`src/rtl/olist_pkg.sv`:
```
// Shared command codes, status codes and controller interface types of the ordered list engine.
package olist_pkg;

	localparam int CMD_W = 3;
	localparam int VAL_W = 32;
	localparam int POS_W = 8;
	localparam int ST_W  = 2;

	localparam logic [CMD_W-1:0] CMD_APPEND       = 3'd0;
	localparam logic [CMD_W-1:0] CMD_PREPEND      = 3'd1;
	localparam logic [CMD_W-1:0] CMD_INSERT_AFTER = 3'd2;
	localparam logic [CMD_W-1:0] CMD_DELETE       = 3'd3;
	localparam logic [CMD_W-1:0] CMD_READ_ALL     = 3'd4;

	localparam logic [ST_W-1:0] ST_OK       = 2'd0;
	localparam logic [ST_W-1:0] ST_POSITION = 2'd1;
	localparam logic [ST_W-1:0] ST_NOTFOUND = 2'd2;
	localparam logic [ST_W-1:0] ST_FULL     = 2'd3;

	// Commands from the controller to the datapath.
	typedef struct packed {
		logic upd;     // apply an insert, or answer a command that changes nothing
		logic match;   // capture the per-cell compare for a delete
		logic del;     // close the gap at the first match and answer
		logic rd_clr;  // restart the read-out index
		logic rd;      // emit one element and rotate the chain
	} ctrl_t;

	// Status from the datapath to the controller.
	typedef struct packed {
		logic count_zero;
		logic rd_last;
	} stat_t;

endpackage

```
`src/rtl/olist_ctrl.sv`:
```
// Controller state machine of the ordered list engine.
module olist_ctrl (
	input  logic                       clk,
	input  logic                       arst_n,
	input  logic                       start,
	input  logic [olist_pkg::CMD_W-1:0] cmd,
	input  olist_pkg::stat_t           stat,
	output olist_pkg::ctrl_t           ctrl,
	output logic                       busy
);

	localparam logic [1:0] S_IDLE = 2'd0;
	localparam logic [1:0] S_DEL  = 2'd1;
	localparam logic [1:0] S_READ = 2'd2;

	logic [1:0] state_q;
	logic [1:0] state_d;

	assign busy = (state_q != S_IDLE);

	always_comb begin
		state_d = state_q;
		ctrl    = '0;
		unique case (state_q)
			S_IDLE: begin
				if (start) begin
					if (cmd == olist_pkg::CMD_DELETE) begin
						ctrl.match = 1'b1;
						state_d    = S_DEL;
					end else if (cmd == olist_pkg::CMD_READ_ALL && !stat.count_zero) begin
						ctrl.rd_clr = 1'b1;
						state_d     = S_READ;
					end else begin
						ctrl.upd = 1'b1;
					end
				end
			end
			S_DEL: begin
				ctrl.del = 1'b1;
				state_d  = S_IDLE;
			end
			S_READ: begin
				ctrl.rd = 1'b1;
				if (stat.rd_last) begin
					state_d = S_IDLE;
				end
			end
			default: begin
				state_d = S_IDLE;
			end
		endcase
	end

	always_ff @(posedge clk or negedge arst_n) begin
		if (!arst_n) begin
			state_q <= S_IDLE;
		end else begin
			state_q <= state_d;
		end
	end

endmodule

```
`src/rtl/olist_cells.sv`:
```
// Datapath of the ordered list engine: shifting cell chain, count, read-out index and result register.
module olist_cells #(
	parameter int CAPACITY = 16,
	parameter int CW       = $clog2(CAPACITY + 1)
) (
	input  logic                              clk,
	input  logic                              arst_n,
	input  olist_pkg::ctrl_t                  ctrl,
	input  logic [olist_pkg::CMD_W-1:0]       cmd,
	input  logic signed [olist_pkg::VAL_W-1:0] value,
	input  logic [olist_pkg::POS_W-1:0]       position,
	output olist_pkg::stat_t                  stat,
	output logic                              result_valid,
	output logic [olist_pkg::ST_W-1:0]        status,
	output logic [CW-1:0]                     count,
	output logic signed [olist_pkg::VAL_W-1:0] element,
	output logic                              element_valid,
	output logic                              last
);

	localparam int IW   = $clog2(CAPACITY);
	localparam int CMPW = olist_pkg::POS_W + 1;

	logic signed [olist_pkg::VAL_W-1:0] cell_w [CAPACITY];
	logic signed [olist_pkg::VAL_W-1:0] prv_w  [CAPACITY];
	logic signed [olist_pkg::VAL_W-1:0] nxt_w  [CAPACITY];
	logic [CAPACITY-1:0] match_q;
	logic [CAPACITY-1:0] pfx;
	logic [CW-1:0]       cnt_q;
	logic [CW-1:0]       cnt_d;
	logic [CW-1:0]       cnt_m1;
	logic [IW-1:0]       rd_q;
	logic [IW-1:0]       ins_idx;
	logic [olist_pkg::ST_W-1:0] upd_st;
	logic                ins_ok;
	logic                ins_go;
	logic                del_go;
	logic                found;
	logic                is_ins;
	logic                full;

	assign cnt_m1 = cnt_q - CW'(1);
	assign found  = |match_q;
	assign full   = (cnt_q == CW'(CAPACITY));
	assign is_ins = (cmd == olist_pkg::CMD_APPEND) || (cmd == olist_pkg::CMD_PREPEND) ||
		(cmd == olist_pkg::CMD_INSERT_AFTER);

	assign stat.count_zero = (cnt_q == '0);
	assign stat.rd_last    = (CW'(rd_q) == cnt_m1);

	// Status of an update command and the slot where a new value lands.
	always_comb begin
		upd_st  = olist_pkg::ST_OK;
		ins_ok  = 1'b0;
		ins_idx = '0;
		if (is_ins) begin
			if (full) begin
				upd_st = olist_pkg::ST_FULL;
			end else if (cmd == olist_pkg::CMD_APPEND) begin
				ins_ok  = 1'b1;
				ins_idx = cnt_q[IW-1:0];
			end else if (cmd == olist_pkg::CMD_PREPEND) begin
				ins_ok = 1'b1;
			end else if ({1'b0, position} >= CMPW'(cnt_q)) begin
				upd_st = olist_pkg::ST_POSITION;
			end else begin
				ins_ok  = 1'b1;
				ins_idx = IW'({1'b0, position} + CMPW'(1));
			end
		end
	end

	assign ins_go = ctrl.upd & ins_ok;
	assign del_go = ctrl.del & found;

	always_comb begin
		cnt_d = cnt_q;
		if (ins_go) begin
			cnt_d = cnt_q + CW'(1);
		end else if (del_go) begin
			cnt_d = cnt_m1;
		end
	end

	for (genvar i = 0; i < CAPACITY; i++) begin : g_cell
		logic signed [olist_pkg::VAL_W-1:0] c_q;

		assign cell_w[i] = c_q;
		assign pfx[i]    = |match_q[i:0];

		if (i > 0) begin : g_prv
			assign prv_w[i] = cell_w[i-1];
		end else begin : g_prv0
			assign prv_w[i] = value;
		end

		if (i < CAPACITY - 1) begin : g_nxt
			assign nxt_w[i] = cell_w[i+1];
		end else begin : g_nxt_end
			assign nxt_w[i] = c_q;
		end

		always_ff @(posedge clk) begin
			if (ins_go) begin
				if (IW'(i) == ins_idx) begin
					c_q <= value;
				end else if (IW'(i) > ins_idx) begin
					c_q <= prv_w[i];
				end
			end else if (del_go) begin
				if (pfx[i]) begin
					c_q <= nxt_w[i];
				end
			end else if (ctrl.rd) begin
				if (CW'(i) == cnt_m1) begin
					c_q <= cell_w[0];
				end else begin
					c_q <= nxt_w[i];
				end
			end
		end

		always_ff @(posedge clk) begin
			if (ctrl.match) begin
				match_q[i] <= (cell_w[i] == value) && (CW'(i) < cnt_q);
			end
		end
	end

	always_ff @(posedge clk or negedge arst_n) begin
		if (!arst_n) begin
			cnt_q        <= '0;
			rd_q         <= '0;
			result_valid <= 1'b0;
		end else begin
			cnt_q        <= cnt_d;
			result_valid <= ctrl.upd | ctrl.del | ctrl.rd;
			if (ctrl.rd_clr) begin
				rd_q <= '0;
			end else if (ctrl.rd) begin
				rd_q <= rd_q + IW'(1);
			end
		end
	end

	always_ff @(posedge clk) begin
		if (ctrl.rd) begin
			status        <= olist_pkg::ST_OK;
			count         <= cnt_q;
			element       <= cell_w[0];
			element_valid <= 1'b1;
			last          <= stat.rd_last;
		end else if (ctrl.upd || ctrl.del) begin
			status        <= ctrl.del ? (found ? olist_pkg::ST_OK : olist_pkg::ST_NOTFOUND)
				: upd_st;
			count         <= cnt_d;
			element       <= '0;
			element_valid <= 1'b0;
			last          <= 1'b1;
		end
	end

endmodule

```
`src/rtl/ordered_list_engine.sv`:
```
// Top level of the ordered list engine: a bounded ordered list of signed 32-bit values.
//
// A command beat (cmd, value, position) is taken at a rising edge where start is high and
// busy is low. Commands append, prepend, insert after a 0-based position, delete the first
// equal value, or read the whole list out in order.
// Results leave on status, count, element, element_valid and last, each beat valid for
// exactly one cycle while result_valid is high; the receiver cannot stall the block, so
// every beat must be taken as it appears.
// Append, prepend, insert-after, an unused code and a read of an empty list leave busy
// low; the single result beat shows in the cycle after the accepting edge and the next
// command may be taken in that same cycle.
// A delete first registers a compare of every cell against the value at the accepting
// edge, then closes the gap at the first match in the S_DEL state; its result follows that state.
// A read of N elements holds busy while they are emitted, one beat a cycle, with last
// on the final beat; the cell chain rotates once per beat and is back in order at the end.
// The storage is a chain of CAPACITY shifting cells, so an insert or delete moves every
// element at once; count is wide enough to hold CAPACITY.
// Reset clears the element count, the controller and the result strobe; cell contents are
// not cleared and are never read beyond the count.
module ordered_list_engine #(
	parameter int CAPACITY = 16
) (
	input  logic                               clk,
	input  logic                               arst_n,
	input  logic                               start,
	output logic                               busy,
	input  logic [olist_pkg::CMD_W-1:0]        cmd,
	input  logic signed [olist_pkg::VAL_W-1:0] value,
	input  logic [olist_pkg::POS_W-1:0]        position,
	output logic                               result_valid,
	output logic [olist_pkg::ST_W-1:0]         status,
	output logic [$clog2(CAPACITY+1)-1:0]      count,
	output logic signed [olist_pkg::VAL_W-1:0] element,
	output logic                               element_valid,
	output logic                               last
);

	localparam int CW = $clog2(CAPACITY + 1);

	olist_pkg::ctrl_t ctrl;
	olist_pkg::stat_t stat;

	// The controller sequences each command; the cell chain does the data movement.
	olist_ctrl u_ctrl (
		.clk    (clk),
		.arst_n (arst_n),
		.start  (start),
		.cmd    (cmd),
		.stat   (stat),
		.ctrl   (ctrl),
		.busy   (busy)
	);

	olist_cells #(
		.CAPACITY (CAPACITY),
		.CW       (CW)
	) u_cells (
		.clk           (clk),
		.arst_n        (arst_n),
		.ctrl          (ctrl),
		.cmd           (cmd),
		.value         (value),
		.position      (position),
		.stat          (stat),
		.result_valid  (result_valid),
		.status        (status),
		.count         (count),
		.element       (element),
		.element_valid (element_valid),
		.last          (last)
	);

endmodule

```
`config.mk`:
```
export PLATFORM = sky130hd
export DESIGN_NAME = ordered_list_engine
export DESIGN_NICKNAME = d
export VERILOG_FILES = /design/src/rtl/olist_pkg.sv /design/src/rtl/olist_ctrl.sv /design/src/rtl/olist_cells.sv /design/src/rtl/ordered_list_engine.sv
export SDC_FILE = /design/constraint.sdc
export NUM_CORES = 2
export LEC_CHECK = 0
export BUFFER_PORTS_ARGS = -buffer_cell sky130_fd_sc_hd__buf_2
export CAP_MARGIN = 15
export CORE_ASPECT_RATIO = 0.75
export CORE_MARGIN = 10
export CORE_UTILIZATION = 50
export CTS_CLUSTER_SIZE = 10
export DETAILED_ROUTE_END_ITERATION = 7
export PLACE_DENSITY = 0.66
export SYNTH_ARGS = -nofsm -noshare
export SYNTH_HDL_FRONTEND = slang
export SYNTH_SLANG_ARGS = --single-unit
```
`constraint.sdc`:
```
create_clock -name clk -period 7.95 [get_ports clk]
set_clock_uncertainty 0.15 [all_clocks]
set_input_delay 1.59 -clock clk [delete_from_list [all_inputs] [get_ports clk]]
set_output_delay 1.59 -clock clk [all_outputs]
set_load 0.02 [all_outputs]
```
==> results.md <==
- Status: completed
- Cell taking the most area after synthesis: edfxtp_1
- Post-synth EDFFs: ~570
- Hold_sp: u_cells.status[1]
- RD Place Congestion: between 1 and 1.5
- Total of fill cells in the finished design: slightly below 7000
- Sw Ratio: 47.0%
- Top post-synthesis cells by area: edfxtp_1 (44%), xor2_1 (7.2%), nor3_1 (5.8%), xnor2_1 (4.8%), mux2i_1 (4.8%)
- Cells after DPL: 4577
- CP endpoint kind: flip-flop
- Detail Route Antenna Nets: 0
- Clock sink count: 581
- Slack of the critical path: between 2 and 2.5 ns
- Non-Filler Instances: 4681
- Final instance area: 0.0419 mm²
- Startpoint class of the critical path: flip-flop
- # port buffers: a little under 90
- Cell variety after synth: 80
- Share of layout cells above drive strength 1: between 10% and 20%
- Slew margin rel.: roughly 5.4%
- Layout Utilization: 54.5%
- H-tree Lvls: 3
- Vias in the first global route: between 30000 and 40000
- CTS tree: built
- Setup bufs post-CTS: 0
- Die W: about 340 µm
- Worst Setup SP: u_cells.cnt_q[4]
- Total power: between 15 and 20 mW
- Drt total wl: 204 mm
- Post-Synthesis Cells: about 3700
- Lkg Pwr: approximately 14 nW
- DR vias/cell: just under 8
- Area Overhead vs Synth: 8.31%
- Final setup vio count: 0
- Top cells by count, synth: edfxtp_1 (566), nor3_1 (445), xor2_1 (316)
- Core ar.: 0.0767 mm²
- Site row count: 88
- Final Hold Fails: 0
- GR Util All Layers: between 40% and 50%
- Top FF cell, synth: edfxtp_1
- Worst Hold Class: reg2reg
- Clk root buf: clkbuf_16
- Final slew viol count: 0
- Worst IR drop on VDD: about 0.00023 V
- Die area: 0.0889 mm²
- Post-place setup slack: 2.05 ns
- DRC violation count after routing: 0
- Reg-to-reg startpoint: u_cells.cnt_q[4]
- Initial DRC Count: between 7000 and 8000
- Worst-Margin Slew: 1.38 ns
- Asr flop ratio synth: between 2 and 2.5%
- Min cycle time layout: between 5 and 6 ns
- Largest net degree at the start of global routing: ~160
- Final HPWL DP: ~140 mm
- Avg Cell Area, Syn: approximately 10 µm²
- Yosys top cell area share: a little over two fifths
- Layout Nets: between 3000 and 4000
- Starting Density: between 50 and 60%
- Final Cycle Share: roughly 70%
- # resized after CTS: 0
- Net Count, Synth: 3807
- Total CTS buffers: between 60 and 70
- Via count: around 36000
- Sequential share of power: between 30 and 40%
- Drt pass-1 iters: 6
- I/O Pins: between 80 and 90
- Post-synthesis register bit count: roughly 580
- Power per Cell Area: between 400 and 500 mW/mm²
- Switch Pwr: 8.57 mW
- Critical Path AT: between 5 and 6 ns
- Die height: 261 µm
- Required time of the critical path: around 8.1 ns
- Crit path max fanout: 53
- Yosys warns: 0
- Register area share after synthesis: between 40% and 50%
- Clock share of power: between 15 and 20%
- Clock transition at path regs: 0.06 ns
- RSZ-0062 raised after global routing: false
- Top-count cell post-synth: edfxtp_1
- Hold buffers post-CTS: 0
- WHS: roughly 0.33 ns
- Clk_lat worst skew: roughly 0.65 ns
- Max-cap violations: 0
- Setup tns final: 0 ns
- Placed Area: 0.0399 mm²
- Initial antenna violation count: 29
- Clk buf depth: 3
- Setup CP Type: reg2reg
- Remaining Overflow, GRT: 0
- Routed length per instance: 43.5 µm
- Comb pwr share: about 45%
- Netlist Area Pre-Place: 0.0386 mm²
- First-pass GRT wire length: 275 mm
- Fmax: between 150 and 200 MHz
- Int Pwr: 9.65 mW
worst paths after layout:
| kind | cells after the start | endpoint | slack [ns] |
|---|---|---|---|
| setup / recovery | 10 | u_cells.g_cell[7].c_q[24] | 2.39 |
| hold / removal | 2 | u_cells.status[1] | 0.33 |
| setup reg to reg | 10 | u_cells.g_cell[7].c_q[24] | 2.39 |
| hold reg to reg | 2 | u_cells.status[1] | 0.33 |
| max in group asynchronous | 1 | u_ctrl.state_q[1] | 6.76 |
| min in group asynchronous | 1 | u_cells.cnt_q[3] | 0.67 |
routing by layer:
metal	part of all wire (%)	GRT usage, %	up-vias	wire (µm)
met3	18	22.6	616	37500
met5	0.14	0.548	-	282
met2	37	56.8	3680	76300
li1	-	-	14200	-
met1	38	59.5	17500	77000
met4	6.1	21.9	32	12500
cell usage in the layout (no fill, tap or decap), types with 10 or more instances in the layout:
master and instances:
buf_4 110, ha_1 14, o311a_1 35, a31oi_1 34, nor3_4 11, nand4_1 64
o31a_1 65, o221a_2 65, xor2_1 316, inv_1 11, o22ai_1 36, a22o_1 32
buf_2 89, a221oi_2 29, xnor2_1 214, nor2_1 152, a2bb2oi_1 32, clkbuf_1 15
a221oi_1 190, o21ai_0 22, clkbuf_16 71, nand3_1 24, and2_1 33, dfrtp_1 12
diode_2 10, nor3_1 438, nand2_1 232, nand2b_1 34, mux2i_1 187, a211oi_1 72
edfxtp_1 566, nor4_1 89, a21oi_1 148, a21o_1 63
cell families after synthesis:
family                     count (synthesis)  synth area share [%]
buffers and inverters                    424                  4.71
adders and majority gates                 14                 0.453
AOI/OAI and AO/OA                        875                  18.2
muxes                                    187                  4.84
DFF                                      581                  44.9
xor gates and xnor gates                 530                  12.0
and+or+nand+nor                         1136                  14.8
critical path, stage by stage, from the launching register on:
cell and delay (ns):
dfrtp_1 0.81, clkinv_1 0.55, ha_1 0.35, nor4_2 0.29
o21ai_0 0.33, a21oi_4 0.66, buf_12 0.42, nor3_2 0.09
buf_4 0.22, nor2_4 0.64, buf_4 0.58
state kept, by name (all words and copies together), names as in the netlist:
| name | count |
|---|---|
| u_cells.element | 32 |
| u_cells.last | 1 |
| u_cells.count | 5 |
| u_ctrl.state_q | 2 |
| u_cells.status | 2 |
| u_cells.result_valid | 1 |
| u_cells.match_q | 16 |
| u_cells.cnt_q | 5 |
| u_cells.element_valid | 1 |
| u_cells.rd_q | 4 |
| u_cells.g_cell.c_q | 512 |
final cells by class:
type	count	area, µm²	area share, %
Inverter	12	45.0	0.108
Tap cell	1035	1290	3.09
Sequential cell	581	17400	41.5
Antenna cell	10	25.0	0.0598
Multi-Input combinational cell	2742	19800	47.3
Clock buffer	87	1850	4.41
Clock inverter	6	57.6	0.138
Timing Repair Buffer	208	1450	3.47
power groups by stage:
stage | Clock (mW) | Sequential, mW | Combinational (mW)
3_3_place_gp | 0 | 7.03 | 7.59
2_1_floorplan | 0 | 6.42 | 4.51
5_1_grt | 3.06 | 7.17 | 8.23
3_5_place_dp | 0 | 7.02 | 7.63
6_report | 2.96 | 7.15 | 8.10
4_1_cts | 2.95 | 6.98 | 7.67
Note: power is estimated with default switching activity, not from simulation.
